===== config.mk =====
export PLATFORM = sky130hd
export DESIGN_NAME = sfd_mul
export DESIGN_NICKNAME = d
export VERILOG_FILES = /design/src/design/assert_macros.svh /design/src/design/sfd_pkg.sv /design/src/design/sfd_mul.sv
export SDC_FILE = /design/constraint.sdc
export NUM_CORES = 2
export LEC_CHECK = 0
export ABC_CLOCK_PERIOD_IN_PS = 10350
export BUFFER_PORTS_ARGS = -buffer_cell sky130_fd_sc_hd__buf_2
export CAP_MARGIN = 40
export CORE_MARGIN = 2
export CORE_UTILIZATION = 40
export CTS_CLUSTER_DIAMETER = 200
export CTS_CLUSTER_SIZE = 24
export DETAILED_ROUTE_END_ITERATION = 12
export PLACE_DENSITY = 0.6
export SLEW_MARGIN = 30
export SYNTH_ARGS = -nofsm -noshare
export SYNTH_HDL_FRONTEND = slang
export SYNTH_SLANG_ARGS = --single-unit

===== constraint.sdc =====
create_clock -name clock -period 10.35 [get_ports clock]
set_clock_uncertainty 0.05 [all_clocks]
set_input_delay 3.105 -clock clock [delete_from_list [all_inputs] [get_ports clock]]
set_output_delay 3.105 -clock clock [all_outputs]
set_load 0.01 [all_outputs]

===== src/design/assert_macros.svh =====
// assert_macros.svh: concurrent assertion macros used by the delay block rtl
// no dependencies; bodies collapse to nothing when SYNTHESIS is defined
`ifndef ASSERT_MACROS_SVH
`define ASSERT_MACROS_SVH

`ifndef SYNTHESIS

// antecedent implies consequent in the same cycle
`define SFD_ASSERT_IMPLY(label, clk, rst, ante, cons) \
   label: assert property (@(posedge clk) disable iff (rst) (ante) |-> (cons)) \
      else $error("assertion failed");

// antecedent implies consequent in the next cycle
`define SFD_ASSERT_NEXT(label, clk, rst, ante, cons) \
   label: assert property (@(posedge clk) disable iff (rst) (ante) |=> (cons)) \
      else $error("assertion failed");

`else

`define SFD_ASSERT_IMPLY(label, clk, rst, ante, cons)
`define SFD_ASSERT_NEXT(label, clk, rst, ante, cons)

`endif

`endif


===== src/design/sfd_pkg.sv =====
// sfd_pkg: types and fixed constants of the stereo feedback delay block
// used by sfd_mul, sfd_ring, sfd_seq and the top level
`default_nettype none

package sfd_pkg;

   // field widths
   localparam int SAMPLE_W = 24;
   localparam int CTRL_W   = 17;
   localparam int CSR_W    = 2;
   localparam int REQ_W    = 88;
   localparam int RSP_W    = 48;

   // shared multiplier: signed operands, registered product
   localparam int MUL_W  = 28;
   localparam int PROD_W = 2 * MUL_W;

   // feedback arithmetic
   localparam int FB9_W  = 20;
   localparam int MAG_W  = 43;
   localparam int QUOT_W = 27;
   localparam logic [CTRL_W-1:0] FB_ONE      = 17'd65536;
   localparam logic [MAG_W-1:0]  FB_ROUND    = 43'd327680;
   localparam logic [QUOT_W-1:0] RECIP_TEN   = 27'd107374183;
   localparam int                RECIP_SHIFT = 30;

   // delay scaling
   localparam int DSUM_W = 35;
   localparam int DR_W   = 19;
   localparam logic [DSUM_W-1:0] DELAY_ROUND = 35'd32768;

   // sample saturation limits
   localparam logic signed [SAMPLE_W-1:0] SAMPLE_MAX = 24'sh7FFFFF;
   localparam logic signed [SAMPLE_W-1:0] SAMPLE_MIN = 24'sh800000;

   // csr reset value: stereo
   localparam logic [CSR_W-1:0] CHANNELS_RESET = 2'd2;

   typedef enum logic [3:0] {
      S_CLEAR,
      S_IDLE,
      S_DELAY,
      S_ADDR,
      S_READ,
      S_FBMUL,
      S_RECIP,
      S_WRITE,
      S_OUT
   } state_type;

   typedef struct packed {
      logic signed [MUL_W-1:0] a;
      logic signed [MUL_W-1:0] b;
   } mul_req_type;

endpackage

`default_nettype wire


===== src/design/sfd_mul.sv =====
// sfd_mul: shared signed multiplier with registered product
// depends on sfd_pkg
`default_nettype none

module sfd_mul (
   input  wire                                    clock,
   input  sfd_pkg::mul_req_type                   mul_req,
   output logic signed [sfd_pkg::PROD_W-1:0]      prod_ff
);
   import sfd_pkg::*;

   logic signed [PROD_W-1:0] prod_in;

   // full-width signed product
   always_comb begin
      prod_in = PROD_W'(mul_req.a) * PROD_W'(mul_req.b);
   end

   always_ff @(posedge clock) begin
      prod_ff <= prod_in;
   end

endmodule

`default_nettype wire


==> impl_metrics.json <==
{
  "result_of_the_run": "finished, final reports clean",
  "routabilityCongestion": 0.887,
  "worst-slew-pin-transition_ps": 782,
  "start_util": 0.404,
  "biggestRegsByFlops": "prod_ff: 56 flops",
  "vias": 21000,
  "share_of_final_layout_standard_cells_stronger_than_drive_strength_1": 0.119,
  "number_of_diodes": 0,
  "vias_in_the_first_global_route": 23600,
  "ys.warnings.count": 0,
  "drtAntennaViolNets": 0,
  "dr.first_iter.drc_count": 957,
  "tritoncts": "done",
  "ys_async_sr_fraction": 0,
  "cp-endpoint": "prod_ff[55]",
  "cts-root-to-sink-buffers": 2,
  "worst-endpoint-required_ps": 10560,
  "yosysUniqueCellTypes": 52,
  "registers.top_by_ff_count": "prod_ff",
  "maxClockFrequency_mhz": 99.2,
  "worstSetupPathType": "input port to register",
  "cts_sinks": 56,
  "share_of_synthesized_area_occupied_by_flip_flops_and_latches": 0.0380,
  "routed_wl_um": 82800,
  "synth_mux_area_frac": 0.000382,
  "die-area_mm2": 0.0760,
  "yosys_most_used_dff": "dfxtp_1",
  "setup_slack_ps": 271,
  "cp_max_fo": 10,
  "syn_to_final_growth_pct": 12.4,
  "timing.final.hold_violations": 0,
  "global_route.usage.total": 0.231,
  "holdCritPathClass": "input port to register",
  "largest_register_ffs": 56,
  "ctsHtreeMaxLevel": 2,
  "hpwlAfterDp_um": 72300,
  "routedWlPerCell_um": 19.3,
  "die-height_um": 276,
  "slew_headroom": 0.472,
  "setup_viol": 0,
  "core_region_area_mm2": 0.0730,
  "post_synth_fa_ha_maj_area_fraction": 0.637,
  "ys_seq_elements": 56,
  "synth-xor-area-share": 0.0178,
  "cts.clk_slew.worst_paths_ps": 90,
  "synth_top_family_by_area": "adder cells",
  "dpl-instance-area_mm2": 0.0330,
  "layout_min_cycle_time_ps": 10080,
  "finish.instance_area_mm2": 0.0332,
  "end_kind": "register",
  "fin_setup_tns_ps": 0,
  "grt_overflow": 0,
  "cts-root-buf": "clkbuf_16",
  "arrival_ps": 10290,
  "postSynthCellCount": 3116,
  "period_share": 0.974,
  "synth_simple_gate_area_share": 0.153,
  "mapped_area_mm2": 0.0295,
  "vias_per_cell": 4.90,
  "finish.net_count": 4397,
  "final-max-slew-violation-count": 0,
  "port-buffer-count": 112,
  "drv.max_cap_violation_count": 0,
  "synth_enable_flop_cells": 0,
  "cts_buffers": 5,
  "placement_rows": 99,
  "drt_pre_antenna_iters": 5,
  "post-route-util": 0.455,
  "synthesis.area_per_instance_um2": 9.47,
  "cts_hold_buf": 0,
  "ios": 113,
  "place_worst_setup_slack_ps": -280,
  "worst_setup_path_start_kind": "input port",
  "post_cts.resized_instances": 0,
  "rsz_0062_raised_after_global_routing": "no",
  "synth_compound_gate_area_share": 0.0317,
  "antenna_violations_before_repair": 4,
  "pin_count_of_the_biggest_net_entering_global_routing": 29,
  "postSynthNetCount": 4181,
  "grt_first_pass_wirelength_um": 133000,
  "detail_route.drc_violations": 0,
  "chip_width_um": 276,
  "worst_setup_path_start": "mul_req[10]",
  "cts_post_setup_buffers_inserted": 0
}
-- kinds of logic after synthesis --
group                      count (synthesis)
DFF                                       56
muxes                                      1
buffers and inverters                    965
xor gates and xnor gates                  60
AOI/OAI and AO/OA                        142
and+or+nand+nor                          884
adders and majority gates               1008
-- placed cells by master (no fill, tap or decap), drive strengths merged, types with 21 or more instances in the layout --
cell   instances
dfxtp         56
ha           185
and2         400
fa           823
xnor2         40
a21oi         45
o21ai         21
inv          801
nand2        383
nor2b         29
buf          369
nor2          26
-- stage by stage --
stage                     instances  hold WS, ps
after floorplan                3116         3180
after global placement         4284         3450
after detailed placement       4284         3450
after CTS                      4292         3290
after global routing           4292         3310
final                          4292         3300
-- layout make-up --
type	instances	area (µm²)
timing repair buffer	373	2900
tap	959	1200
sequential	56	1120
multi-input combinational	2095	24800
inverter	801	3010
clock buffer	6	139
fill	7133	39800
clock inverter	2	13.8
-- per-layer routing --
metal,routed length [µm],global-route usage
met1,32200,0.281
met2,44100,0.428
met3,3680,0.0247
met4,2900,0.0744
met5,0,0
-- synth_stat cells, types with 8 or more instances --
library cell | n | area, µm²
a21o_1 | 19 | 143
a21oi_1 | 44 | 220
and2_1 | 400 | 2500
clkbuf_1 | 164 | 616
dfxtp_1 | 56 | 1120
fa_1 | 823 | 16500
ha_1 | 185 | 2310
inv_1 | 801 | 3010
nand2_1 | 383 | 1440
nand2b_1 | 13 | 81.3
nand3_1 | 8 | 40.0
nor2_1 | 26 | 97.6
nor2b_1 | 29 | 181
o211ai_1 | 10 | 75.1
o21a_1 | 8 | 60.1
o21ai_0 | 19 | 95.1
xnor2_1 | 40 | 350
xor2_1 | 20 | 175
-- how the worst min path moves through the flow --
stage,from,end,depth (start not counted)
after CTS,mul_req[0],prod_ff[0],2
after floorplan,mul_req[28],prod_ff[0],1
final,mul_req[0],prod_ff[0],2
after detailed placement,prod_ff[27],prod_ff[27],1
after global placement,prod_ff[26],prod_ff[26],1
after global routing,mul_req[0],prod_ff[0],2
-- worst max-delay path, stage by stage --
cell,delay (ps)
buf_2,220
buf_12,190
buf_4,160
and2_1,210
fa_1,610
inv_1,130
fa_1,550
inv_1,70
fa_1,770
buf_4,220
fa_1,430
fa_1,510
fa_1,490
inv_1,50
fa_1,470
inv_1,40
ha_1,280
ha_1,430
nand2_1,120
nor3_1,330
and3_1,210
nand3_1,150
a311oi_1,350
xnor2_1,160
Power is not shown: default switching activity piles up to over one toggle a cycle in this logic, so the estimate is an artifact.
