===== config.mk =====
export PLATFORM = sky130hd
export DESIGN_NAME = sfd_seq
export DESIGN_NICKNAME = d
export VERILOG_FILES = /design/src/design/sfd_pkg.sv /design/src/design/sfd_seq.sv
export VERILOG_INCLUDE_DIRS = /design/src /design/src/design
export SDC_FILE = /design/constraint.sdc
export NUM_CORES = 1
export LEC_CHECK = 0
export BUFFER_PORTS_ARGS = -buffer_cell sky130_fd_sc_hd__buf_2
export CAP_MARGIN = 5
export CELL_PAD_IN_SITES_DETAIL_PLACEMENT = 0
export CELL_PAD_IN_SITES_GLOBAL_PLACEMENT = 2
export CORE_UTILIZATION = 29
export DETAILED_ROUTE_END_ITERATION = 7
export HOLD_SLACK_MARGIN = 0.1
export PLACE_DENSITY_LB_ADDON = 0.15
export SYNTH_ARGS = -nofsm -noshare
export SYNTH_HDL_FRONTEND = slang
export SYNTH_SLANG_ARGS = --single-unit

===== constraint.sdc =====
create_clock -name clock -period 5 [get_ports clock]
set_input_delay 0.5 -clock clock [delete_from_list [all_inputs] [get_ports clock]]
set_output_delay 0.5 -clock clock [all_outputs]
set_load 0.005 [all_outputs]

===== src/design/assert_macros.svh =====
// assert_macros.svh: concurrent assertion macros used by the delay block rtl
// no dependencies; bodies collapse to nothing when SYNTHESIS is defined
`ifndef ASSERT_MACROS_SVH
`define ASSERT_MACROS_SVH

`ifndef SYNTHESIS

// antecedent implies consequent in the same cycle
`define SFD_ASSERT_IMPLY(label, clk, rst, ante, cons) \
   label: assert property (@(posedge clk) disable iff (rst) (ante) |-> (cons)) \
      else $error("assertion failed");

// antecedent implies consequent in the next cycle
`define SFD_ASSERT_NEXT(label, clk, rst, ante, cons) \
   label: assert property (@(posedge clk) disable iff (rst) (ante) |=> (cons)) \
      else $error("assertion failed");

`else

`define SFD_ASSERT_IMPLY(label, clk, rst, ante, cons)
`define SFD_ASSERT_NEXT(label, clk, rst, ante, cons)

`endif

`endif


===== src/design/sfd_pkg.sv =====
// sfd_pkg: types and fixed constants of the stereo feedback delay block
// used by sfd_mul, sfd_ring, sfd_seq and the top level
`default_nettype none

package sfd_pkg;

   // field widths
   localparam int SAMPLE_W = 24;
   localparam int CTRL_W   = 17;
   localparam int CSR_W    = 2;
   localparam int REQ_W    = 88;
   localparam int RSP_W    = 48;

   // shared multiplier: signed operands, registered product
   localparam int MUL_W  = 28;
   localparam int PROD_W = 2 * MUL_W;

   // feedback arithmetic
   localparam int FB9_W  = 20;
   localparam int MAG_W  = 43;
   localparam int QUOT_W = 27;
   localparam logic [CTRL_W-1:0] FB_ONE      = 17'd65536;
   localparam logic [MAG_W-1:0]  FB_ROUND    = 43'd327680;
   localparam logic [QUOT_W-1:0] RECIP_TEN   = 27'd107374183;
   localparam int                RECIP_SHIFT = 30;

   // delay scaling
   localparam int DSUM_W = 35;
   localparam int DR_W   = 19;
   localparam logic [DSUM_W-1:0] DELAY_ROUND = 35'd32768;

   // sample saturation limits
   localparam logic signed [SAMPLE_W-1:0] SAMPLE_MAX = 24'sh7FFFFF;
   localparam logic signed [SAMPLE_W-1:0] SAMPLE_MIN = 24'sh800000;

   // csr reset value: stereo
   localparam logic [CSR_W-1:0] CHANNELS_RESET = 2'd2;

   typedef enum logic [3:0] {
      S_CLEAR,
      S_IDLE,
      S_DELAY,
      S_ADDR,
      S_READ,
      S_FBMUL,
      S_RECIP,
      S_WRITE,
      S_OUT
   } state_type;

   typedef struct packed {
      logic signed [MUL_W-1:0] a;
      logic signed [MUL_W-1:0] b;
   } mul_req_type;

endpackage

`default_nettype wire


===== src/design/sfd_seq.sv =====
// sfd_seq: sequencer and datapath of the stereo feedback delay
// depends on sfd_pkg and assert_macros.svh; drives sfd_mul and two sfd_ring
`default_nettype none
`include "assert_macros.svh"

module sfd_seq #(
   parameter int MAX_DELAY = 4095
) (
   input  wire                                        clock,
   input  wire                                        reset,
   // request channel
   input  wire                                        req_tvalid,
   output logic                                       req_tready,
   input  wire  [sfd_pkg::REQ_W-1:0]                  req_tdata,
   // response channel
   output logic                                       rsp_tvalid,
   input  wire                                        rsp_tready,
   output logic [sfd_pkg::RSP_W-1:0]                  rsp_tdata,
   // channel count register
   input  wire                                        csr_wr_en,
   input  wire  [sfd_pkg::CSR_W-1:0]                  csr_wr_data,
   // shared multiplier
   output sfd_pkg::mul_req_type                       mul_req,
   input  wire  signed [sfd_pkg::PROD_W-1:0]          mul_prod,
   // rings
   output logic                                       ring_wr_left,
   output logic                                       ring_wr_right,
   output logic [$clog2(MAX_DELAY+1)-1:0]             ring_wr_addr,
   output logic signed [sfd_pkg::SAMPLE_W-1:0]        ring_wr_data,
   output logic                                       ring_rd_en,
   output logic [$clog2(MAX_DELAY+1)-1:0]             ring_rd_addr,
   input  wire  signed [sfd_pkg::SAMPLE_W-1:0]        left_rd_data,
   input  wire  signed [sfd_pkg::SAMPLE_W-1:0]        right_rd_data
);
   import sfd_pkg::*;

   localparam int RING_LEN = MAX_DELAY + 1;
   localparam int AW       = $clog2(RING_LEN);

   state_type                  state_ff, state_in;
   logic [AW-1:0]              wp_ff, wp_in;
   logic [AW-1:0]              rp_ff, rp_in;
   logic                       ch_ff, ch_in;
   logic                       neg_ff, neg_in;
   logic [CSR_W-1:0]           csr_ff;
   logic signed [SAMPLE_W-1:0] xl_ff, xl_in;
   logic signed [SAMPLE_W-1:0] xr_ff, xr_in;
   logic [CTRL_W-1:0]          t_ff, t_in;
   logic [FB9_W-1:0]           fb9_ff, fb9_in;
   logic                       rsp_valid_ff, rsp_valid_in;
   logic signed [SAMPLE_W-1:0] rsp_left_ff, rsp_left_in;
   logic signed [SAMPLE_W-1:0] rsp_right_ff, rsp_right_in;

   logic                       stereo;
   logic [AW-1:0]              wp_next;
   logic [CTRL_W-1:0]          fb_raw;
   logic [CTRL_W-1:0]          fb_clamped;
   logic [DSUM_W-1:0]          delay_sum;
   logic [DR_W-1:0]            delay_raw;
   logic [AW-1:0]              delay;
   logic [AW:0]                rp_diff;
   logic [AW:0]                rp_wrap;
   logic signed [SAMPLE_W-1:0] sel_delayed;
   logic signed [SAMPLE_W-1:0] sel_x;
   logic [MAG_W-1:0]           prod_mag;
   logic [MAG_W-1:0]           mag_rounded;
   logic [QUOT_W-1:0]          mag_scaled;
   logic [SAMPLE_W-1:0]        quot;
   logic signed [SAMPLE_W:0]   term;
   logic signed [SAMPLE_W:0]   comb_sum;
   logic signed [SAMPLE_W-1:0] comb_sat;

   assign stereo = csr_ff[1];

   // write position increment with wrap
   assign wp_next = (wp_ff == AW'(MAX_DELAY)) ? '0 : wp_ff + AW'(1);

   // feedback clamp to one
   assign fb_raw     = req_tdata[81:65];
   assign fb_clamped = (fb_raw > FB_ONE) ? FB_ONE : fb_raw;

   // delay = round(t * max_delay), clamped to 1..max_delay
   always_comb begin
      delay_sum = mul_prod[DSUM_W-1:0] + DELAY_ROUND;
      delay_raw = delay_sum[DSUM_W-1:16];
      if (delay_raw == '0) begin
         delay = AW'(1);
      end else if (delay_raw > DR_W'(MAX_DELAY)) begin
         delay = AW'(MAX_DELAY);
      end else begin
         delay = delay_raw[AW-1:0];
      end
      rp_diff = {1'b0, wp_ff} - {1'b0, delay};
      rp_wrap = rp_diff[AW] ? rp_diff + (AW+1)'(RING_LEN) : rp_diff;
   end

   // channel select for the feedback path
   assign sel_delayed = ch_ff ? right_rd_data : left_rd_data;
   assign sel_x       = ch_ff ? xr_ff : xl_ff;

   // |delayed * fb * 9| rounded and pre-shifted; the /10 is done by reciprocal
   always_comb begin
      prod_mag    = mul_prod[PROD_W-1] ? MAG_W'(-mul_prod) : MAG_W'(mul_prod);
      mag_rounded = prod_mag + FB_ROUND;
      mag_scaled  = mag_rounded[MAG_W-1:16];
   end

   // signed sum with 24-bit saturation
   always_comb begin
      quot     = mul_prod[RECIP_SHIFT+SAMPLE_W-1:RECIP_SHIFT];
      term     = neg_ff ? -$signed({1'b0, quot}) : $signed({1'b0, quot});
      comb_sum = {sel_x[SAMPLE_W-1], sel_x} + term;
      if (comb_sum[SAMPLE_W] != comb_sum[SAMPLE_W-1]) begin
         comb_sat = comb_sum[SAMPLE_W] ? SAMPLE_MIN : SAMPLE_MAX;
      end else begin
         comb_sat = comb_sum[SAMPLE_W-1:0];
      end
   end

   // state and control registers
   always_ff @(posedge clock) begin
      if (reset) begin
         state_ff     <= S_CLEAR;
         wp_ff        <= '0;
         ch_ff        <= 1'b0;
         rsp_valid_ff <= 1'b0;
      end else begin
         state_ff     <= state_in;
         wp_ff        <= wp_in;
         ch_ff        <= ch_in;
         rsp_valid_ff <= rsp_valid_in;
      end
   end

   // channel count register
   always_ff @(posedge clock) begin
      if (reset) begin
         csr_ff <= CHANNELS_RESET;
      end else if (csr_wr_en) begin
         csr_ff <= csr_wr_data;
      end
   end

   // payload registers
   always_ff @(posedge clock) begin
      rp_ff        <= rp_in;
      neg_ff       <= neg_in;
      xl_ff        <= xl_in;
      xr_ff        <= xr_in;
      t_ff         <= t_in;
      fb9_ff       <= fb9_in;
      rsp_left_ff  <= rsp_left_in;
      rsp_right_ff <= rsp_right_in;
   end

   // next state and outputs
   always_comb begin
      state_in      = state_ff;
      wp_in         = wp_ff;
      rp_in         = rp_ff;
      ch_in         = ch_ff;
      neg_in        = neg_ff;
      xl_in         = xl_ff;
      xr_in         = xr_ff;
      t_in          = t_ff;
      fb9_in        = fb9_ff;
      rsp_valid_in  = rsp_valid_ff && !rsp_tready;
      rsp_left_in   = rsp_left_ff;
      rsp_right_in  = rsp_right_ff;
      req_tready    = 1'b0;
      mul_req.a     = '0;
      mul_req.b     = '0;
      ring_wr_left  = 1'b0;
      ring_wr_right = 1'b0;
      ring_wr_addr  = wp_ff;
      ring_wr_data  = comb_sat;
      ring_rd_en    = 1'b0;

      case (state_ff)
         // zero both rings, one entry per cycle
         S_CLEAR: begin
            ring_wr_left  = 1'b1;
            ring_wr_right = 1'b1;
            ring_wr_data  = '0;
            wp_in         = wp_next;
            if (wp_ff == AW'(MAX_DELAY)) begin
               state_in = S_IDLE;
            end
         end
         // take a request
         S_IDLE: begin
            req_tready = 1'b1;
            if (req_tvalid) begin
               xl_in    = req_tdata[23:0];
               xr_in    = req_tdata[47:24];
               t_in     = req_tdata[64:48];
               fb9_in   = FB9_W'({fb_clamped, 3'b000}) + FB9_W'(fb_clamped);
               state_in = S_DELAY;
            end
         end
         // t * max_delay
         S_DELAY: begin
            mul_req.a = $signed(MUL_W'(t_ff));
            mul_req.b = $signed(MUL_W'(MAX_DELAY));
            state_in  = S_ADDR;
         end
         // read position behind the write position
         S_ADDR: begin
            rp_in    = rp_wrap[AW-1:0];
            state_in = S_READ;
         end
         // fetch both rings
         S_READ: begin
            ring_rd_en = 1'b1;
            ch_in      = 1'b0;
            state_in   = S_FBMUL;
         end
         // delayed * fb * 9
         S_FBMUL: begin
            mul_req.a = MUL_W'(sel_delayed);
            mul_req.b = $signed(MUL_W'(fb9_ff));
            state_in  = S_RECIP;
         end
         // rounded magnitude times the reciprocal of ten
         S_RECIP: begin
            neg_in    = mul_prod[PROD_W-1];
            mul_req.a = $signed(MUL_W'(mag_scaled));
            mul_req.b = $signed(MUL_W'(RECIP_TEN));
            state_in  = S_WRITE;
         end
         // store input plus feedback
         S_WRITE: begin
            ring_wr_left  = !ch_ff;
            ring_wr_right = ch_ff;
            if (!ch_ff && stereo) begin
               ch_in    = 1'b1;
               state_in = S_FBMUL;
            end else begin
               state_in = S_OUT;
            end
         end
         // load the output register once it is free
         S_OUT: begin
            if (!rsp_valid_ff || rsp_tready) begin
               rsp_valid_in = 1'b1;
               rsp_left_in  = left_rd_data;
               rsp_right_in = stereo ? right_rd_data : xr_ff;
               wp_in        = wp_next;
               state_in     = S_IDLE;
            end
         end
         default: begin
            state_in = S_IDLE;
         end
      endcase
   end

   assign ring_rd_addr = rp_ff;
   assign rsp_tvalid   = rsp_valid_ff;
   assign rsp_tdata    = {rsp_right_ff, rsp_left_ff};

   // assertions
   `SFD_ASSERT_IMPLY(a_rsp_from_out, clock, reset, $rose(rsp_valid_ff), $past(state_ff == S_OUT))
   `SFD_ASSERT_NEXT(a_req_starts, clock, reset, req_tvalid && req_tready, state_ff == S_DELAY)
   `SFD_ASSERT_IMPLY(a_wr_not_rd, clock, reset, (ring_wr_left || ring_wr_right) && state_ff != S_CLEAR, ring_wr_addr != rp_ff)
   `SFD_ASSERT_IMPLY(a_one_ring, clock, reset, state_ff != S_CLEAR, $onehot0({ring_wr_left, ring_wr_right}))
   `SFD_ASSERT_IMPLY(a_mono_right, clock, reset, state_ff != S_CLEAR && !stereo, !ring_wr_right)

endmodule

`default_nettype wire

==> results of run 1 <==
==> worst max-delay path: stages <==
cell	delay (ns)
sky130_fd_sc_hd__buf_2	0.13
sky130_fd_sc_hd__or4_1	0.59
sky130_fd_sc_hd__or3_4	0.36
sky130_fd_sc_hd__nand2b_1	0.19
sky130_fd_sc_hd__o41ai_2	0.25
sky130_fd_sc_hd__xnor2_1	0.16
sky130_fd_sc_hd__ha_1	0.26
sky130_fd_sc_hd__nand4_1	0.17
sky130_fd_sc_hd__nor3_2	0.07
sky130_fd_sc_hd__buf_4	0.15
sky130_fd_sc_hd__and2_4	0.14
sky130_fd_sc_hd__a31oi_4	0.15
sky130_fd_sc_hd__a21oi_2	0.07
sky130_fd_sc_hd__and4b_4	0.40
sky130_fd_sc_hd__nand3_4	0.15
sky130_fd_sc_hd__buf_12	0.19
sky130_fd_sc_hd__a211oi_4	0.20
sky130_fd_sc_hd__buf_2	0.15
==> state kept, by name, indices dropped and copies added, names as in the netlist <==
signal / count
ch_ff: 1
csr_ff: 1
fb9_ff: 20
neg_ff: 1
ring_rd_addr: 12
ring_wr_addr: 12
rsp_left_ff: 24
rsp_right_ff: 24
rsp_tvalid: 1
state_ff: 4
t_ff: 17
xl_ff: 24
xr_ff: 24
==> cells in the final DEF (no fill, tap or decap), drive strengths merged, types with 6 or more instances in the layout <==
cell	instances
a2111oi	6
a211oi	23
a21boi	7
a21o	12
a21oi	56
a31oi	12
and2	9
and3	15
buf	449
clkbuf	18
dfxtp	19
edfxtp	146
ha	55
inv	48
mux2	48
mux2i	25
nand2	99
nand2b	19
nand3	25
nand4	15
nor2	90
nor2b	27
nor3	40
nor4	18
o21ai	54
o221ai	16
o22ai	8
o31ai	8
o41ai	12
or2	10
or3	18
or4	10
xnor2	79
xor2	43
==> layout make-up <==
class / count / area, um2 / area share [%]
clock inverters: 14 / 156 / 1.00
repair buffers: 449 / 2560 / 16.4
multi-input cells: 930 / 6870 / 44.0
diodes: 4 / 10.0 / 0.0641
inverters: 41 / 154 / 0.986
clock buffers: 18 / 429 / 2.75
well taps: 525 / 657 / 4.21
flip-flops and latches: 165 / 4770 / 30.6
==> cells in the mapped netlist, types with 5 or more instances <==
master                     instances  area [um2]
sky130_fd_sc_hd__nand4_1          15        93.8
sky130_fd_sc_hd__or2_2             9        56.3
sky130_fd_sc_hd__o22ai_1           8        50.1
sky130_fd_sc_hd__nor2_1           90         338
sky130_fd_sc_hd__a31oi_1          12        75.1
sky130_fd_sc_hd__nand3_1          22         110
sky130_fd_sc_hd__nor3_1           40         200
sky130_fd_sc_hd__a21boi_0          7        52.6
sky130_fd_sc_hd__clkbuf_1         51         191
sky130_fd_sc_hd__nor4_1           14        87.6
sky130_fd_sc_hd__or3_1            18         113
sky130_fd_sc_hd__a211oi_2         16         200
sky130_fd_sc_hd__dfxtp_1          19         380
sky130_fd_sc_hd__a21oi_1          55         275
sky130_fd_sc_hd__buf_1             5        18.8
sky130_fd_sc_hd__buf_4            11        82.6
sky130_fd_sc_hd__ha_1             55         688
sky130_fd_sc_hd__and3_1           15        93.8
sky130_fd_sc_hd__nand2b_1         19         119
sky130_fd_sc_hd__and2_1            9        56.3
sky130_fd_sc_hd__o41ai_1          10        87.6
sky130_fd_sc_hd__xor2_1           43         377
sky130_fd_sc_hd__o21bai_1          5        37.5
sky130_fd_sc_hd__xnor2_1          79         692
sky130_fd_sc_hd__inv_1            39         146
sky130_fd_sc_hd__mux2_2           48         541
sky130_fd_sc_hd__nand2_1          99         372
sky130_fd_sc_hd__a211oi_1          7        52.6
sky130_fd_sc_hd__o31ai_1           8        60.1
sky130_fd_sc_hd__nor2b_1          27         169
sky130_fd_sc_hd__o221ai_1         16         140
sky130_fd_sc_hd__edfxtp_1        146        4380
sky130_fd_sc_hd__o21ai_0          49         245
sky130_fd_sc_hd__or4_1             8        60.1
sky130_fd_sc_hd__a21o_1           12        90.1
sky130_fd_sc_hd__mux2i_1          25         250
==> power groups by stage <==
stage / clock [mW] / sequential (mW) / combinational, mW
floorplan: 0 / 1.54 / 0.309
global placement: 0 / 1.55 / 0.534
detailed placement: 0 / 1.55 / 0.532
CTS: 1.41 / 1.52 / 0.542
global route: 1.46 / 1.52 / 0.604
finish: 1.37 / 1.51 / 0.547
==> routing by layer <==
metal  wire length, um  GRT usage (%)
met5                23              0
met4               686           6.29
met3              2770           5.85
met2             21800           36.2
met1             19200           26.6
==> worst max-delay path by stage <==
stage / to / depth (start not counted) / slack (ns)
final: ring_wr_data[21] / 18 / 0.21
after global routing: ring_wr_data[21] / 21 / 0.01
after CTS: ring_wr_data[14] / 21 / 0.01
after detailed placement: ring_wr_data[17] / 20 / -0.08
after global placement: ring_wr_data[17] / 20 / -0.08
after floorplan: ring_wr_data[2] / 20 / 0.15
==> stage by stage <==
step | TNS [ns] | utilization, % | instance area (um2) | setup WS [ns] | instances
after detailed placement | -0.544 | 36.7 | 14700 | -0.0775 | 2099
after global placement | -0.592 | 36.7 | 14700 | -0.0776 | 2099
after global routing | 0 | 38.9 | 15600 | 0.0116 | 2143
after floorplan | 0 | - | 11900 | 0.146 | 1206
after CTS | 0 | 38.3 | 15400 | 0.0101 | 2136
final | 0 | 38.9 | 15600 | 0.212 | 2146
==> cell families (layout without fill, tap and decap cells) <==
family	after synthesis	after routing
buffers and inverters	112	522
XOR/XNOR	122	122
multiplexers	73	73
AO/OA/AOI/OAI	260	260
flip-flops	165	165
adder cells (fa/ha/maj)	58	58
other	1	8
AND/OR/NAND/NOR	412	413
==> repair_timing <==
action,in CTS,in global routing
endpoints found under the hold margin,0,0
buffers inserted,4,6
pin swaps,1,5
endpoints found under the setup margin,22,23
resized for setup,5,37
cloned,1,0
==> Flow_metrics.wiki, run 1 <==
{| class="wikitable"
! Metric !! Value
|-
| Outcome || finished clean
|-
| Largest vdd supply drop || 0.334 mV
|-
| CTS tree || done
|-
| Largest clock skew in the final design || 0.0130 ns
|-
| Post-synthesis compound-gate area fraction || 15.9%
|-
| Simple-gate portion of the synthesized area || 18.0%
|-
| Post-route DRC violation count || 0
|-
| CP Capture Type || primary output
|-
| Mapped Cells || 1203
|-
| Switching power || 0.973 mW
|-
| Leak pwr || 6.43 nW
|-
| Number of filler instances in the final layout || 4128
|-
| Kind of start point of the critical path || input port
|-
| Start of the worst register-to-register path || ring_wr_addr[0]$_SDFFE_PP0P_
|-
| Antenna violation net count after detailed routing || 0
|-
| Headroom to the max-slew limit || 26.7%
|-
| Number of vias per cell after detailed routing || 4.96
|-
| Share of synthesized flip-flops with an asynchronous set or reset || 0%
|-
| Switching power share of the total || 28.3%
|-
| Mux contribution to synthesized area || 6.65%
|-
| Yosys warnings || 0
|-
| Area of the mapped netlist || 11900 um2
|-
| Count of endpoints failing hold in the final timing report || 0
|-
| Count of buffers from port buffering || 343
|-
| First DRT Iteration DRCs || 580
|-
| Maximum frequency from static timing analysis || 0.209 GHz
|-
| Share of total power in combinational logic || 15.9%
|-
| Global route overflow || 0
|-
| Max H-tree Level || 4
|-
| Clock period minus worst slack || 4.79 ns
|-
| Vias || 10.7k
|-
| Vert. Die Dim || 204 um
|-
| Weighted congestion reported at the end of routability-driven placement || 0.822
|-
| Total length of routed wires || 44.4 mm
|-
| Total of endpoints with negative setup slack in the final report || 0
|-
| Fraction of layout cells with a size suffix above 1 || 38.0%
|-
| Clock Sink Count || 165
|-
| Reg2Reg Capture Point || ring_rd_addr[10]$_DFFE_PN_
|-
| Number of max-cap violations || 0
|-
| Number of global-route vias before repair || 10.7k
|-
| Post-synthesis sequential element count || 165
|-
| Unrepaired setup endpoints after global routing || false
|-
| Die boundary width || 204 um
|-
| Row cnt || 73
|-
| Clock-pin slew reported for the worst setup and hold paths after clock tree synthesis || 0.08 ns
|-
| DP HPWL || 34.9 mm
|-
| Maximum clock insertion buffer count || 2
|-
| Final count of pins violating max slew || 0
|-
| Class of the most critical hold timing path || in -> reg
|-
| Post-route clock period utilization || 95.8%
|-
| Clock network fraction of total power || 39.9%
|-
| Hold Slack || 0.183 ns
|-
| Total of hold buffers inserted after clock tree synthesis || 0
|-
| Cell Int Power || 2.46 mW
|-
| Data arrival at the endpoint of the critical path || 4.29 ns
|-
| Avg Inst Size Synth || 9.88 um2
|-
| Layout Nets || 1861
|-
| Total power draw || 3.43 mW
|-
| Die outline area || 41800 um2
|-
| Root Driver || sky130_fd_sc_hd__clkbuf_16
|-
| Dominant combinational cell family by area after synthesis || simple AND/OR/NAND/NOR gates
|-
| Count of boundary I/O pins || 356
|-
| Critical path startpoint || mul_prod[40]
|-
| Pin count of the biggest net entering global routing || 68
|-
| Endpoint required time on the critical path || 4.50 ns
|-
| Sequential fraction of design power || 44.1%
|-
| Reg2reg path depth || 12
|-
| Distinct cells, synth || 82
|-
| Core Region || 40100 um2
|-
| Sequential fraction of the synthesis area || 40.1%
|-
| Global-route wire length before repair || 65.4 mm
|-
| Starting Density || 29.6%
|-
| Growth of design area from synthesis to finish || 31.3%
|-
| Power density over cell area || 220 nW/um2
|-
| Clock latency at the later pin of the worst-skew pair || 0.48 ns
|-
| Synth Area in XOR/XNOR || 8.99%
|-
| Number of flops mapped to enable cells by yosys || 146
|-
| Final routed wire length divided by cell count || 20.7 um
|-
| Worst-Margin Slew || 1.10 ns
|-
| Hold Crit Depth || 1
|-
| Number of antenna violations at the first check in global routing || 6
|-
| Highest fanout seen on the critical path || 7
|-
| Endpoint with the worst hold slack || xr_ff[19]$_DFFE_PP_
|-
| Hold Crit Start || req_tdata[43]
|-
| Startpoint-to-endpoint class of the critical path || in -> out
|-
| Number of buffers created by CTS || 17
|-
| GRT Resource Usage Total || 21.5%
|-
| Adder-cell share of the synthesized area || 6.30%
|-
| Router iterations before antenna repair || 5
|-
| Main synth FF type || sky130_fd_sc_hd__edfxtp_1
|-
| Slack of the worst reg-to-reg path || 1.84 ns
|}
Power figures use the tool's default switching activity.
==> inputs of run 2 (changes only) <==
--- a/config.mk
+++ b/config.mk
@@ -6,14 +6,17 @@
 export SDC_FILE = /design/constraint.sdc
 export NUM_CORES = 1
 export LEC_CHECK = 0
+export ABC_AREA = 1
 export BUFFER_PORTS_ARGS = -buffer_cell sky130_fd_sc_hd__buf_2
 export CAP_MARGIN = 5
 export CELL_PAD_IN_SITES_DETAIL_PLACEMENT = 0
 export CELL_PAD_IN_SITES_GLOBAL_PLACEMENT = 2
-export CORE_UTILIZATION = 29
+export CORE_UTILIZATION = 27
 export DETAILED_ROUTE_END_ITERATION = 7
 export HOLD_SLACK_MARGIN = 0.1
 export PLACE_DENSITY_LB_ADDON = 0.15
+export RECOVER_POWER = 100
+export SLEW_MARGIN = 10
 export SYNTH_ARGS = -nofsm -noshare
 export SYNTH_HDL_FRONTEND = slang
 export SYNTH_SLANG_ARGS = --single-unit
==> run 2 against run 1 <==
Net effect: the flow now finishes with violations (max-capacitance violations, max-slew violations); total power shrank 1.3%; final cell count grew 23%; die area up 13%; highest routed layer unchanged.
==> Flow_metrics.wiki, run 2 <==
{| class="wikitable"
! Metric !! Value
|-
| Outcome || finished with violations (was finished clean)
|-
| Violated checks || max-capacitance violations, max-slew violations
|-
| Number of flops mapped to enable cells by yosys || 146 (unchanged)
|-
| Die outline area || 47300 um2 (was 41800 um2)
|-
| Global route overflow || 0 (unchanged)
|-
| CTS tree || done (unchanged)
|-
| Clock-pin slew reported for the worst setup and hold paths after clock tree synthesis || 0.08 ns (about the same)
|-
| Router iterations before antenna repair || 5 (unchanged)
|-
| Yosys warnings || 0 (unchanged)
|-
| Weighted congestion reported at the end of routability-driven placement || 0.857 (was 0.822)
|-
| Summed negative setup slack over all endpoints || 0 ns (unchanged)
|-
| Final routed wire length divided by cell count || 19.3 um (was 20.7 um)
|-
| Distinct cells, synth || 59 (was 82)
|-
| Maximum frequency from static timing analysis || 0.216 GHz (was 0.209 GHz)
|-
| Critical path startpoint || mul_prod[31] (was mul_prod[40])
|-
| Area of the mapped netlist || 12500 um2 (was 11900 um2)
|-
| Hold Crit Start || req_tdata[38] (was req_tdata[43])
|-
| Crit-path slowest cell || sky130_fd_sc_hd__ha_1 (was sky130_fd_sc_hd__or4_1)
|-
| Smallest setup slack after layout || 0.361 ns (was 0.212 ns)
|-
| Growth of design area from synthesis to finish || 23.3% (was 31.3%)
|-
| Share of total power in combinational logic || 15.9% (about the same)
|-
| Root Driver || sky130_fd_sc_hd__clkbuf_16 (unchanged)
|-
| Post-synthesis sequential element count || 165 (unchanged)
|-
| Mapped Cells || 1674 (was 1203)
|-
| Starting Density || 27.5% (was 29.6%)
|-
| Maximum clock insertion buffer count || 2 (unchanged)
|-
| Clock network fraction of total power || 39.4% (was 39.9%)
|-
| Global-route wire length before repair || 74.9 mm (was 65.4 mm)
|-
| Number of vias per cell after detailed routing || 4.67 (was 4.96)
|-
| Post-synth top area cell || sky130_fd_sc_hd__edfxtp_1 (unchanged)
|-
| Die boundary width || 218 um (was 204 um)
|-
| Number of global-route vias before repair || 11.9k (was 10.7k)
|-
| Cells along the critical path || buf_2 -> buf_4 -> nor2_1 -> nand2_1 -> nor2_1 -> nand2_1 -> nor4_2 -> buf_4 -> nand2_1 -> nand2_1 -> buf_4 -> xor2_1 -> ha_1 -> a21oi_1 -> o21ai_0 -> o21bai_1 -> nand3_1 -> xor2_1 -> nand2_1 -> buf_2 -> nand3_1 -> nand2_1 -> inv_1 -> buf_2 (was buf_2 -> or4_1 -> or3_4 -> nand2b_1 -> o41ai_2 -> xnor2_1 -> ha_1 -> nand4_1 -> nor3_2 -> buf_4 -> and2_4 -> a31oi_4 -> a21oi_2 -> and4b_4 -> nand3_4 -> buf_12 -> a211oi_4 -> buf_2)
|-
| Endpoint required time on the critical path || 4.50 ns (about the same)
|-
| Final count of pins violating max slew || 182 (was 0)
|-
| Unrepaired setup endpoints after global routing || false (unchanged)
|-
| Share of synthesized flip-flops with an asynchronous set or reset || 0% (unchanged)
|-
| Data arrival at the endpoint of the critical path || 4.14 ns (was 4.29 ns)
|-
| Row cnt || 78 (was 73)
|-
| Switching power share of the total || 30.1% (was 28.3%)
|-
| Count of buffers from port buffering || 343 (unchanged)
|-
| Number of antenna violations at the first check in global routing || 16 (was 6)
|-
| Switching power || 1.02 mW (was 0.973 mW)
|-
| GRT Resource Usage Total || 21.7% (was 21.5%)
|-
| Power density over cell area || 219 nW/um2 (was 220 nW/um2)
|-
| Most common library cell in the layout ignoring fill and taps || sky130_fd_sc_hd__nand2_1 (was sky130_fd_sc_hd__buf_2)
|-
| Fraction of post-synthesis cell area in the top cell type by area || 34.9% (was 36.9%)
|-
| Top post-synthesis cells by count || 441 x sky130_fd_sc_hd__nand2_1, 210 x sky130_fd_sc_hd__inv_1, 179 x sky130_fd_sc_hd__nor2_1 (was 146 x sky130_fd_sc_hd__edfxtp_1, 99 x sky130_fd_sc_hd__nand2_1, 90 x sky130_fd_sc_hd__nor2_1)
|-
| Main synth FF type || sky130_fd_sc_hd__edfxtp_1 (unchanged)
|-
| First DRT Iteration DRCs || 675 (was 580)
|-
| Count of endpoints failing hold in the final timing report || 0 (unchanged)
|-
| Layout Nets || 2286 (was 1861)
|-
| Sequential fraction of design power || 44.7% (was 44.1%)
|-
| Antenna violation net count after detailed routing || 0 (unchanged)
|-
| Cell Int Power || 2.37 mW (was 2.46 mW)
|-
| CP Capture Type || primary output (unchanged)
|-
| Biggest cell delay along the critical path || 0.31 ns (was 0.59 ns)
|-
| Start of the worst register-to-register path || state_ff[0]$_SDFFE_PP0P_ (was ring_wr_addr[0]$_SDFFE_PP0P_)
|-
| Core Region || 45600 um2 (was 40100 um2)
|-
| Post-route clock period utilization || 92.8% (was 95.8%)
|-
| Post-route DRC violation count || 0 (unchanged)
|-
| Sequential fraction of the synthesis area || 38.0% (was 40.1%)
|-
| Pin count of the biggest net entering global routing || 82 (was 68)
|-
| Avg Inst Size Synth || 7.50 um2 (was 9.88 um2)
|-
| Highest fanout seen on the critical path || 9 (was 7)
|-
| Worst Path Buf+Inv || 7 (was 4)
|-
| Leak pwr || 7.17 nW (was 6.43 nW)
|-
| Headroom to the max-slew limit || -107% (was 26.7%)
|-
| Kind of start point of the critical path || input port (unchanged)
|-
| DP HPWL || 42.4 mm (was 34.9 mm)
|-
| Total stage count of the critical path || 24 (was 18)
|-
| Most frequent cells in the layout || 444 x sky130_fd_sc_hd__nand2_1, 226 x sky130_fd_sc_hd__buf_2, 210 x sky130_fd_sc_hd__inv_1 (was 343 x sky130_fd_sc_hd__buf_2, 146 x sky130_fd_sc_hd__edfxtp_1, 102 x sky130_fd_sc_hd__buf_4)
|-
| Worst-Margin Slew || 3.11 ns (was 1.10 ns)
|-
| Place WS || 0.177 ns (was -0.0775 ns)
|-
| Number of max-cap violations || 3 (was 0)
|-
| Fraction of layout cells with a size suffix above 1 || 17.6% (was 38.0%)
|-
| Largest cells by area after synthesis || sky130_fd_sc_hd__edfxtp_1 35%, sky130_fd_sc_hd__nand2_1 13%, sky130_fd_sc_hd__inv_1 6.3% (was sky130_fd_sc_hd__edfxtp_1 37%, sky130_fd_sc_hd__xnor2_1 5.8%, sky130_fd_sc_hd__ha_1 5.8%)
|-
| Startpoint-to-endpoint class of the critical path || in -> out (unchanged)
|-
| Critical path's most frequent cell || sky130_fd_sc_hd__nand2_1 (was sky130_fd_sc_hd__buf_2)
|-
| Most frequently used cell type in the post-synthesis netlist || sky130_fd_sc_hd__nand2_1 (was sky130_fd_sc_hd__edfxtp_1)
|-
| Max H-tree Level || 4 (unchanged)
|-
| Number of buffers created by CTS || 17 (unchanged)
|-
| Vias || 12.4k (was 10.7k)
|-
| Vert. Die Dim || 218 um (was 204 um)
|-
| Reg2reg path depth || 6 (was 12)
|-
| Total length of routed wires || 51.1 mm (was 44.4 mm)
|-
| Hold Crit Depth || 1 (unchanged)
|-
| Clock period minus worst slack || 4.64 ns (was 4.79 ns)
|-
| Clock Sink Count || 165 (unchanged)
|-
| Largest vdd supply drop || 0.278 mV (was 0.334 mV)
|-
| Largest clock skew in the final design || 0.0182 ns (was 0.0130 ns)
|-
| Total of hold buffers inserted after clock tree synthesis || 0 (unchanged)
|-
| Largest delay contributor family on the critical path || simple AND/OR/NAND/NOR gates (unchanged)
|-
| Count of boundary I/O pins || 356 (unchanged)
|-
| Clock latency at the later pin of the worst-skew pair || 0.48 ns (about the same)
|-
| Total of endpoints with negative setup slack in the final report || 0 (unchanged)
|-
| Class of the most critical hold timing path || in -> reg (unchanged)
|}
[run 2: cell types whose count changed after synthesis, sizes merged, moves of 48 or more]
cell | before | now
nor2 | 90 | 204
inv | 39 | 217
xnor2 | 79 | 24
nand2 | 99 | 458
nand3 | 24 | 125
mux2 | 48 | 0
o21ai | 54 | 109
[run 2: power groups by stage]
stage	Combinational [mW]	Clock, mW	Sequential [mW]
2_1_floorplan	0.332	0	1.54
3_3_place_gp	0.546	0	1.55
3_5_place_dp	0.547	0	1.55
4_1_cts	0.551	1.38	1.52
5_1_grt	0.608	1.41	1.52
6_report	0.540	1.33	1.52
[run 2: cells by family (layout without fill, tap and decap cells)]
logic type | Yosys count | after routing | share of synthesized area [%]
DFF | 165 | 165 | 38.0
and+or+nand+nor | 874 | 874 | 30.9
adders and majority gates | 58 | 58 | 5.96
AOI/OAI and AO/OA | 220 | 220 | 10.1
buffers and inverters | 265 | 630 | 8.40
other | 1 | 7 | 0.0299
xor gates and xnor gates | 91 | 91 | 6.62
[run 2: worst paths after layout]
kind,endpoint,slack [ns]
worst max-delay path,ring_wr_data[5],0.36
worst min-delay path,xr_ff[14]$_DFFE_PP_,0.19
worst max register to register,rsp_left_ff[22]$_DFFE_PP_,1.31
worst min register to register,rsp_tvalid$_SDFF_PP0_,0.52
[run 2: through the flow]
stage | utilization [%] | instances | total power, mW | area, um2 | hold slack, ns
CTS | 34.4 | 2642 | 3.45 | 15700 | 0.144
finish | 33.9 | 2645 | 3.39 | 15500 | 0.194
floorplan | - | 1677 | 1.87 | 12600 | 0.495
detailed placement | 33.2 | 2610 | 2.09 | 15100 | 0.502
global placement | 33.2 | 2610 | 2.09 | 15100 | 0.490
global route | 33.9 | 2642 | 3.54 | 15500 | 0.165
[run 2: repair_timing]
action / 4_1_cts / 5_1_grt
resized for setup: 0 / 9
endpoints found under the setup margin: 0 / 24
setup buffers: 0 / 0
[run 2: layer usage]
layer / up-vias / track usage [%] / wire length (um)
li1: 6240 / - / -
met1: 5678 / 29.6 / 23900
met2: 359 / 33.1 / 22400
met3: 56 / 6.51 / 3710
met4: 26 / 5.82 / 866
met5: - / 0 / 178
[run 2: worst reg2reg max path: cells and delay by family, from the launching register on]
kind	cells	cell delay, ns
buffers and inverters	3	2.32
flip-flops	1	0.35
AND/OR/NAND/NOR	3	0.50
[run 2: cell type report]
class | count | area, um2
Tap cell | 600 | 751
Clock inverter | 15 | 151
Fill cell | 5002 | 30100
Antenna cell | 3 | 7.51
Clock buffer | 17 | 425
Sequential cell | 165 | 4760
Multi-Input combinational cell | 1247 | 6710
Timing Repair Buffer | 379 | 1840
Inverter | 219 | 822
==> inputs of run 3 (changes only) <==
--- a/config.mk
+++ b/config.mk
@@ -7,12 +7,12 @@
 export NUM_CORES = 1
 export LEC_CHECK = 0
 export ABC_AREA = 1
-export BUFFER_PORTS_ARGS = -buffer_cell sky130_fd_sc_hd__buf_2
 export CAP_MARGIN = 5
 export CELL_PAD_IN_SITES_DETAIL_PLACEMENT = 0
 export CELL_PAD_IN_SITES_GLOBAL_PLACEMENT = 2
-export CORE_UTILIZATION = 27
+export CORE_UTILIZATION = 31
 export DETAILED_ROUTE_END_ITERATION = 7
+export DONT_BUFFER_PORTS = 1
 export HOLD_SLACK_MARGIN = 0.1
 export PLACE_DENSITY_LB_ADDON = 0.15
 export RECOVER_POWER = 100
==> constraint.sdc (replaced) <==
create_clock -name clock -period 5.8 [get_ports clock]
set_input_delay 0.58 -clock clock [delete_from_list [all_inputs] [get_ports clock]]
set_output_delay 0.58 -clock clock [all_outputs]
set_load 0.005 [all_outputs]
==> run 3 against run 2 <==
Net effect: clock-buffer cell count is the same; die area shrank 13%; clock power shrank 11%; combinational power shrank 35%; final cell count shrank 17%; the flow still finishes with violations (max-capacitance violations, max-slew violations); flip-flop and latch count is the same; critical endpoint is now ring_wr_data[0]; sequential power shrank 14%; core utilization grew 0.38 points; register-to-register slack gained 0.90 ns.
==> Flow_metrics.wiki, run 3 (synthesis results as in run 2) <==
{| class="wikitable"
! Metric !! Value
|-
| Total of hold buffers inserted after clock tree synthesis || 0 (unchanged)
|-
| Clock latency at the later pin of the worst-skew pair || 0.47 ns (was 0.48 ns)
|-
| Summed negative setup slack over all endpoints || 0 ns (unchanged)
|-
| Die outline area || 41300 um2 (was 47300 um2)
|-
| Most frequent cells in the layout || 442 x sky130_fd_sc_hd__nand2_1, 210 x sky130_fd_sc_hd__inv_1, 180 x sky130_fd_sc_hd__nor2_1 (was 444 x sky130_fd_sc_hd__nand2_1, 226 x sky130_fd_sc_hd__buf_2, 210 x sky130_fd_sc_hd__inv_1)
|-
| Number of global-route vias before repair || 10.5k (was 11.9k)
|-
| Pin count of the biggest net entering global routing || 74 (was 82)
|-
| Placed Cells || 2168 (was 2610)
|-
| Growth of design area from synthesis to finish || 8.92% (was 23.3%)
|-
| Data arrival at the endpoint of the critical path || 4.63 ns (was 4.14 ns)
|-
| Row cnt || 73 (was 78)
|-
| Unrepaired setup endpoints after global routing || false (unchanged)
|-
| CP Capture Type || primary output (unchanged)
|-
| Cells along the critical path || inv_1 -> ha_1 -> nand2_1 -> nor2_4 -> nand2_1 -> nor2_1 -> nand3_1 -> o31ai_1 -> o21ai_1 -> nor2_1 -> xor2_1 -> ha_1 -> inv_1 -> nor3_1 -> nand2_1 -> nor3_1 -> nand2_1 -> nand3_1 -> xnor2_2 -> nand2_2 -> nand3b_1 -> nand2_1 -> inv_1 (was buf_2 -> buf_4 -> nor2_1 -> nand2_1 -> nor2_1 -> nand2_1 -> nor4_2 -> buf_4 -> nand2_1 -> nand2_1 -> buf_4 -> xor2_1 -> ha_1 -> a21oi_1 -> o21ai_0 -> o21bai_1 -> nand3_1 -> xor2_1 -> nand2_1 -> buf_2 -> nand3_1 -> nand2_1 -> inv_1 -> buf_2)
|-
| Largest clock skew in the final design || 0.0278 ns (was 0.0182 ns)
|-
| Largest vdd supply drop || 0.208 mV (was 0.278 mV)
|-
| Number of buffers created by CTS || 17 (unchanged)
|-
| Leak pwr || 5.99 nW (was 7.17 nW)
|-
| Worst-Margin Slew || 3.02 ns (was 3.11 ns)
|-
| Highest fanout seen on the critical path || 23 (was 9)
|-
| Final design instance area without fill || 13700 um2 (was 15500 um2)
|-
| Final count of pins violating max slew || 197 (was 182)
|-
| Most common library cell in the layout ignoring fill and taps || sky130_fd_sc_hd__nand2_1 (unchanged)
|-
| Global route overflow || 0 (unchanged)
|-
| Setup Fix Bufs, Post-CTS || 0 (unchanged)
|-
| Vert. Die Dim || 203 um (was 218 um)
|-
| Fraction of layout cells with a size suffix above 1 || 6.75% (was 17.6%)
|-
| Total length of routed wires || 47.2 mm (was 51.1 mm)
|-
| Number of filler instances in the final layout || 4335 (was 5002)
|-
| Core Region || 39800 um2 (was 45600 um2)
|-
| Post-route DRC violation count || 0 (unchanged)
|-
| Outcome || finished with violations (unchanged)
|-
| Crit-path slowest cell || sky130_fd_sc_hd__ha_1 (unchanged)
|-
| Hold Slack || 0.192 ns (was 0.194 ns)
|-
| GRT Resource Usage Total || 22.8% (was 21.7%)
|-
| Clock period minus worst slack || 5.21 ns
|-
| DP HPWL || 39.1 mm (was 42.4 mm)
|-
| Number of vias per cell after detailed routing || 4.95 (was 4.67)
|-
| Starting Density || 31.5% (was 27.5%)
|-
| Post-route clock period utilization || 89.9%
|-
| Maximum frequency from static timing analysis || 0.192 GHz
|-
| Count of buffers from port buffering || 0 (was 343)
|-
| Slack of the worst reg-to-reg path || 2.21 ns (was 1.31 ns)
|-
| Startpoint-to-endpoint class of the critical path || in -> out (unchanged)
|-
| CTS tree || done (unchanged)
|-
| Class of the most critical hold timing path || in -> reg (unchanged)
|-
| Area of combinational cells with multiple inputs || 6730 um2 (was 6710 um2)
|-
| Count of boundary I/O pins || 356 (unchanged)
|-
| Biggest cell delay along the critical path || 0.38 ns (was 0.31 ns)
|-
| Kind of start point of the critical path || input port (unchanged)
|-
| Final routed wire length divided by cell count || 21.5 um (was 19.3 um)
|-
| Layout Nets || 1919 (was 2286)
|-
| Router iterations before antenna repair || 6 (was 5)
|-
| Total of endpoints with negative setup slack in the final report || 0 (unchanged)
|-
| Critical path's most frequent cell || sky130_fd_sc_hd__nand2_1 (unchanged)
|-
| Sequential cell area || 4760 um2 (unchanged)
|-
| Headroom to the max-slew limit || -101% (was -107%)
|-
| Count of endpoints failing hold in the final timing report || 0 (unchanged)
|-
| Clock Sink Count || 165 (unchanged)
|-
| Number of antenna violations at the first check in global routing || 5 (was 16)
|-
| Endpoint required time on the critical path || 5.22 ns (was 4.50 ns)
|-
| Global-route wire length before repair || 68.7 mm (was 74.9 mm)
|-
| Area after DPL || 13100 um2 (was 15100 um2)
|-
| Antenna violation net count after detailed routing || 0 (unchanged)
|-
| Max H-tree Level || 4 (unchanged)
|-
| Final cell count without fillers || 2202 (was 2645)
|-
| Vias || 10.9k (was 12.4k)
|-
| Die boundary width || 203 um (was 218 um)
|-
| Number of max-cap violations || 4 (was 3)
|-
| Violated checks || max-capacitance violations, max-slew violations (unchanged)
|-
| Root Driver || sky130_fd_sc_hd__clkbuf_16 (unchanged)
|-
| Weighted congestion reported at the end of routability-driven placement || 0.853 (was 0.857)
|-
| First DRT Iteration DRCs || 612 (was 675)
|-
| Power density over cell area || 208 nW/um2 (was 219 nW/um2)
|-
| Number of resized instances in the post-cts repair step || 0 (unchanged)
|-
| Maximum clock insertion buffer count || 2 (unchanged)
|-
| Clock-pin slew reported for the worst setup and hold paths after clock tree synthesis || 0.07 ns (was 0.08 ns)
|}
-- run 3: changes by cell type in the layout (fill, tap and decap cells not counted), sizes merged --
| cell | before | now |
|---|---|---|
| clkinvlp | 2 | 0 |
| diode | 3 | 2 |
| clkbuf | 139 | 22 |
| buf | 257 | 7 |
| clkinv | 7 | 8 |
| bufinv | 0 | 1 |
-- run 3: report_power, final --
part / internal [mW] / leakage [nW] / switching (mW)
clock network: 0.621 / 0.300 / 0.561
registers: 1.30 / 1.48 / 0.00990
logic: 0.122 / 4.21 / 0.230
total: 2.04 / 5.99 / 0.801
-- run 3: cell type report --
cell class | count | area share (%)
Inverter | 219 | 6.01
Sequential cell | 165 | 34.9
Timing Repair Buffer | 12 | 0.622
Clock buffer | 17 | 3.11
Tap cell | 525 | 4.81
Clock inverter | 15 | 1.34
Antenna cell | 2 | 0.0366
Multi-Input combinational cell | 1247 | 49.2
-- run 3: final timing paths --
path | start | endpoint | cells after the start
worst min-delay path | reset | state_ff[2]$_SDFFE_PP0P_ | 1
worst min register to register | rsp_tvalid$_SDFF_PP0_ | rsp_tvalid$_SDFF_PP0_ | 2
worst max register to register | state_ff[0]$_SDFFE_PP0P_ | rsp_right_ff[6]$_DFFE_PP_ | 6
worst max-delay path | mul_prod[30] | ring_wr_data[0] | 23
-- run 3: worst max-delay path: cells and delay by family --
kind / cells / cell delay [ns]
buffers and inverters: 3 / 0.26
xor gates and xnor gates: 2 / 0.26
adders and majority gates: 2 / 0.60
and+or+nand+nor: 14 / 2.38
AOI/OAI and AO/OA: 2 / 0.52
-- run 3: layer usage --
layer	wire length, um	track usage (%)	share of wire [%]	up-vias
li1	-	-	-	5491
met1	22000	31.3	47	5019
met5	44	0	0.093	-
met4	619	5.18	1.3	6
met2	20900	35.0	44	348
met3	3680	7.09	7.8	30
-- run 3: metrics by stage --
stage	total power, mW	setup WS, ns	utilization (%)
finish	2.84	0.588	34.3
global route	2.97	0.0660	34.3
CTS	2.87	0.630	34.4
detailed placement	1.69	0.665	32.9
global placement	1.69	0.725	32.9
floorplan	1.61	1.10	-
